[src/dlws_ram.sv]
// Generic single-write, single-read RAM with registered read data.
`default_nettype none
module dlws_ram #(
  parameter int WIDTH = 8,
  parameter int DEPTH = 16
) (
  input  wire logic                     clk,
  input  wire logic                     we,
  input  wire logic [$clog2(DEPTH)-1:0] waddr,
  input  wire logic [WIDTH-1:0]         wdata,
  input  wire logic [$clog2(DEPTH)-1:0] raddr,
  output logic      [WIDTH-1:0]         rdata
);
  logic [WIDTH-1:0] mem [DEPTH];

  always_ff @(posedge clk) begin
    if (we) begin
      mem[waddr] <= wdata;
    end
    rdata <= mem[raddr];
  end
endmodule
`default_nettype wire

[config.mk]
export PLATFORM = sky130hd
export DESIGN_NAME = dlws_ram
export DESIGN_NICKNAME = d
export VERILOG_FILES = /design/src/dlws_ram.sv
export SDC_FILE = /design/constraint.sdc
export NUM_CORES = 1
export LEC_CHECK = 0
export BUFFER_PORTS_ARGS = -buffer_cell sky130_fd_sc_hd__buf_2
export CAP_MARGIN = 20
export CORE_ASPECT_RATIO = 1.2
export CORE_MARGIN = 5
export CORE_UTILIZATION = 54
export CTS_CLUSTER_SIZE = 14
export DETAILED_ROUTE_END_ITERATION = 8
export GPL_ROUTABILITY_DRIVEN = 1
export GPL_TIMING_DRIVEN = 0
export PLACE_DENSITY = 0.75
export SLEW_MARGIN = 20
export SYNTH_ARGS = -nofsm -noshare
export SYNTH_HDL_FRONTEND = slang
export SYNTH_SLANG_ARGS = --single-unit
export TNS_END_PERCENT = 30
[constraint.sdc]
create_clock -name clk -period 4.35 [get_ports clk]
set_input_delay 0.87 -clock clk [delete_from_list [all_inputs] [get_ports clk]]
set_output_delay 0.87 -clock clk [all_outputs]
set_load 0.02 [all_outputs]
Word level (Yosys, flattened, before mapping). Memory sizes are Yosys's and may differ from the RTL's. A register that Yosys moved wholly into a read port is not among the register bits. Index checks and enable logic that the tools add are counted.

Muxes and demuxes: 2.

Operators by type and width (count): 1-bit 2-to-1 mux (2).

RAM bits: 128. Logic and storage cells: 3. Memories kept: 1. Input port bits: 18. Output and inout port bits: 8. Flip-flop bits (word level): 0.

Memories: mem (words 16, width 8, rd ports 1, clocked after Yosys merged registers in 1, wr ports 1, line 14) `logic [WIDTH-1:0] mem [DEPTH];`.

Logic depth before layout (Yosys ltp).
Word-level depth: 2. Mapped depth: 5. Gate-level depth less buffers: 3.

Worst setup path before layout. Ideal clock, no wire load.

Path type: input to register. From: in waddr[2]. To: mem mem[0][0], enable pin. Required time: 3967 ps. Setup time: 383 ps. Setup slack: 1987 ps. Arrival: 1980 ps. Buffers on the path: 0. Stages on the path: 2. Cell sequence: or3b_2 nor3_1.

RTL lines: from (decl) (line 9) `input wire logic [$clog2(DEPTH)-1:0] waddr,`; to (decl) (line 14).

No word-level cell before the write port.

Worst setup path in the final report.
From: in waddr[2]. To: mem mem[1][2], enable pin.

No word-level cell before the write port.

==> results.sh <==
export IMPL_outcome="complete, no violations"
export IMPL_cts_root_buffer="clkbuf_16"
export IMPL_clock_sinks=136
export IMPL_cts_repair_resized=0
export IMPL_fin_crit_ps=2191
export IMPL_clk_pin_slew_ps=60
export IMPL_vias=2424
export IMPL_ios=26
export IMPL_arrival_ps=2220
export IMPL_yosys_area_top_type="edfxtp_1"
export IMPL_fmax_mhz=456.5
export IMPL_cts_setup_buffers=0
export IMPL_yosys_warnings=0
export IMPL_worst_pin_slew_ps=922.7
export IMPL_start_util=0.5466
export IMPL_max_cap_violations=0
export IMPL_numCtsBuffers=17
export IMPL_slowest_stage="nor2_1"
export IMPL_drv_slew=0
export IMPL_whs_ps=686.2
export IMPL_power_density_nw_per_um2=496.9
export IMPL_totalWireLength_mm=9.861
export IMPL_syn_area_per_cell_um2=22.48
export IMPL_sw_frac_of_total=0.1965
export IMPL_synth_cell_types=19
export IMPL_dpl_hpwl_mm=5.891
export IMPL_dp_cells=377
export IMPL_ant_nets=0
export IMPL_instances_no_fill=409
export IMPL_path_cells="buf_2 > or3b_2 > nor2_1"
export IMPL_ctsLongestPathBuffers=2
export IMPL_final_hold_violation_count=0
export IMPL_grt_pass1_vias=2535
export IMPL_cts_tree="built"
export IMPL_cts_hold_buffers_added=0
export IMPL_dr_pass1_iters=4
export IMPL_wl_per_cell_um=24.11
export IMPL_hp_class="reg -> reg"
export IMPL_crit_path_start_kind="primary input"
export IMPL_synth_seq_cells=136
export IMPL_ys_seq_area_frac=0.7778
export IMPL_vdd_drop_max_uv=371.1
export IMPL_die_area_um2=11590
export IMPL_viasPerCell=5.927
export IMPL_end_kind="flip-flop"
export IMPL_drc_errors=0
export IMPL_p_int_uw=2414
export IMPL_cpPeakStageDelay_ps=720
export IMPL_finalSetupViolCount=0
export IMPL_maxSlewHeadroom=0.3826
export IMPL_pwr_share_clk=0.461
export IMPL_synth_edff_count=128
export IMPL_drtIter0Drc=224
export IMPL_syn_to_final_growth_pct=17.45
export IMPL_overflow=0
export IMPL_syn_cell_area_um2=5147
export IMPL_synth_most_common_cell="edfxtp_1"
export IMPL_placementRows=39
export IMPL_required_ps=4380
export IMPL_grt_pass1_wl_mm=14.99
export IMPL_synthFlopType="edfxtp_1"
export IMPL_htree_levels=4
export IMPL_p_leak_uw=0.002040
export IMPL_grt_max_degree=17
export IMPL_antenna_found_initial=0
export IMPL_track_usage=0.1874
export IMPL_fin_crit_sh=0.5036
export IMPL_drive_gt1_frac=0.3042
export IMPL_ys_top_cells_by_area="edfxtp_1 75%, mux4_2 7.9%, mux4_1 7.1%"
export IMPL_tns_ps=0
export IMPL_die_height_um=117.0
export IMPL_p_switching_uw=590.4
export IMPL_fin_worst_skew_ps=7.048
export IMPL_synthesis_nets=247
export IMPL_pwr_share_seq=0.491
export IMPL_antenna_cells=0
export IMPL_worstPathMaxFanout=8
export IMPL_synthArstFlopShare=0
export IMPL_gp_congestion=0.7398
export IMPL_fillCellCount=621
export IMPL_io_buffer_count=24
export IMPL_pwr_share_comb=0.049
export IMPL_syn_inst=229
export IMPL_die_w_um=99.13
export IMPL_crit_type="in -> reg"
export IMPL_rsz0062_at_grt="no"
export IMPL_netlist_area_leader_share=0.7467
export IMPL_multi_input_area_um2=1077
export IMPL_insertion_delay_ps=420
export IMPL_layout_nets=291
export IMPL_yosys_top_cells_count="128 x edfxtp_1, 18 x mux4_2, 16 x a22oi_1"
export IMPL_ff_latch_area_um2=4004
export IMPL_core_um2=9418
-- registers in the layout (all words and copies together), names as in the netlist --
| register | cells |
|---|---|
| rdata | 8 |
| mem | 128 |
-- placed cells by master, fill, tap and decap left out, types with 4 or more instances in the layout --
master / n
nor2_1: 13
clkbuf_16: 20
edfxtp_1: 128
nor3_2: 4
a22oi_1: 16
clkbuf_8: 4
buf_2: 27
mux4_2: 18
mux4_1: 14
nand2_1: 9
dfxtp_1: 8
-- final cells by class --
type,instances,area share
Clock inverter,5,0.004967
Clock buffer,27,0.09375
Tap cell,123,0.02546
Sequential cell,136,0.6623
Multi-Input combinational cell,83,0.1782
Timing Repair Buffer,25,0.02111
Buffer,10,0.01428
-- critical path: cells and delay by family --
kind / cells / cell delay, ps
buffers and inverters: 1 / 110
and+or+nand+nor: 2 / 1240
-- cells by family (layout without fill, tap and decap cells) --
group | after synthesis | after routing | synth area share
compound gates | 16 | 16 | 0.02334
flops | 136 | 136 | 0.7778
buf+inv | 10 | 67 | 0.01677
simple gates | 35 | 35 | 0.03184
mux | 32 | 32 | 0.1502
-- metrics by stage --
stage	util	setup slack [ps]	area, um2	total power (uW)
4_1_cts	0.6420	2183	6046	3020
5_1_grt	0.6420	2118	6046	3092
3_3_place_gp	0.5757	1441	5421	1639
2_1_floorplan	-	1987	5147	1584
6_report	0.6420	2159	6046	3004
3_5_place_dp	0.5786	1728	5449	1646
-- power groups by stage --
stage / Clock (uW) / Sequential [uW] / Combinational [uW]
after floorplan: 0 / 1510 / 74.4
after global placement: 0 / 1500 / 142
after detailed placement: 0 / 1500 / 146
after CTS: 1400 / 1470 / 148
after global routing: 1460 / 1480 / 157
final: 1380 / 1470 / 146
-- per-layer routing --
| metal | track usage | part of all wire |
|---|---|---|
| met1 | 0.2288 | 0.40 |
| met2 | 0.3141 | 0.53 |
| met3 | 0.05928 | 0.047 |
| met4 | 0.07650 | 0.023 |
| met5 | 0 | 0 |
-- final timing paths --
| path | startpoint | endpoint | slack [ps] | depth (start not counted) |
|---|---|---|---|---|
| setup / recovery | waddr[2] | mem[1][2] | 2160 | 3 |
| hold / removal | mem[4][1] | rdata[1] | 690 | 3 |
| setup reg to reg | mem[1][0] | rdata[0] | 2970 | 3 |
| hold reg to reg | mem[4][1] | rdata[1] | 690 | 3 |
(Power assumes the default switching activity.)
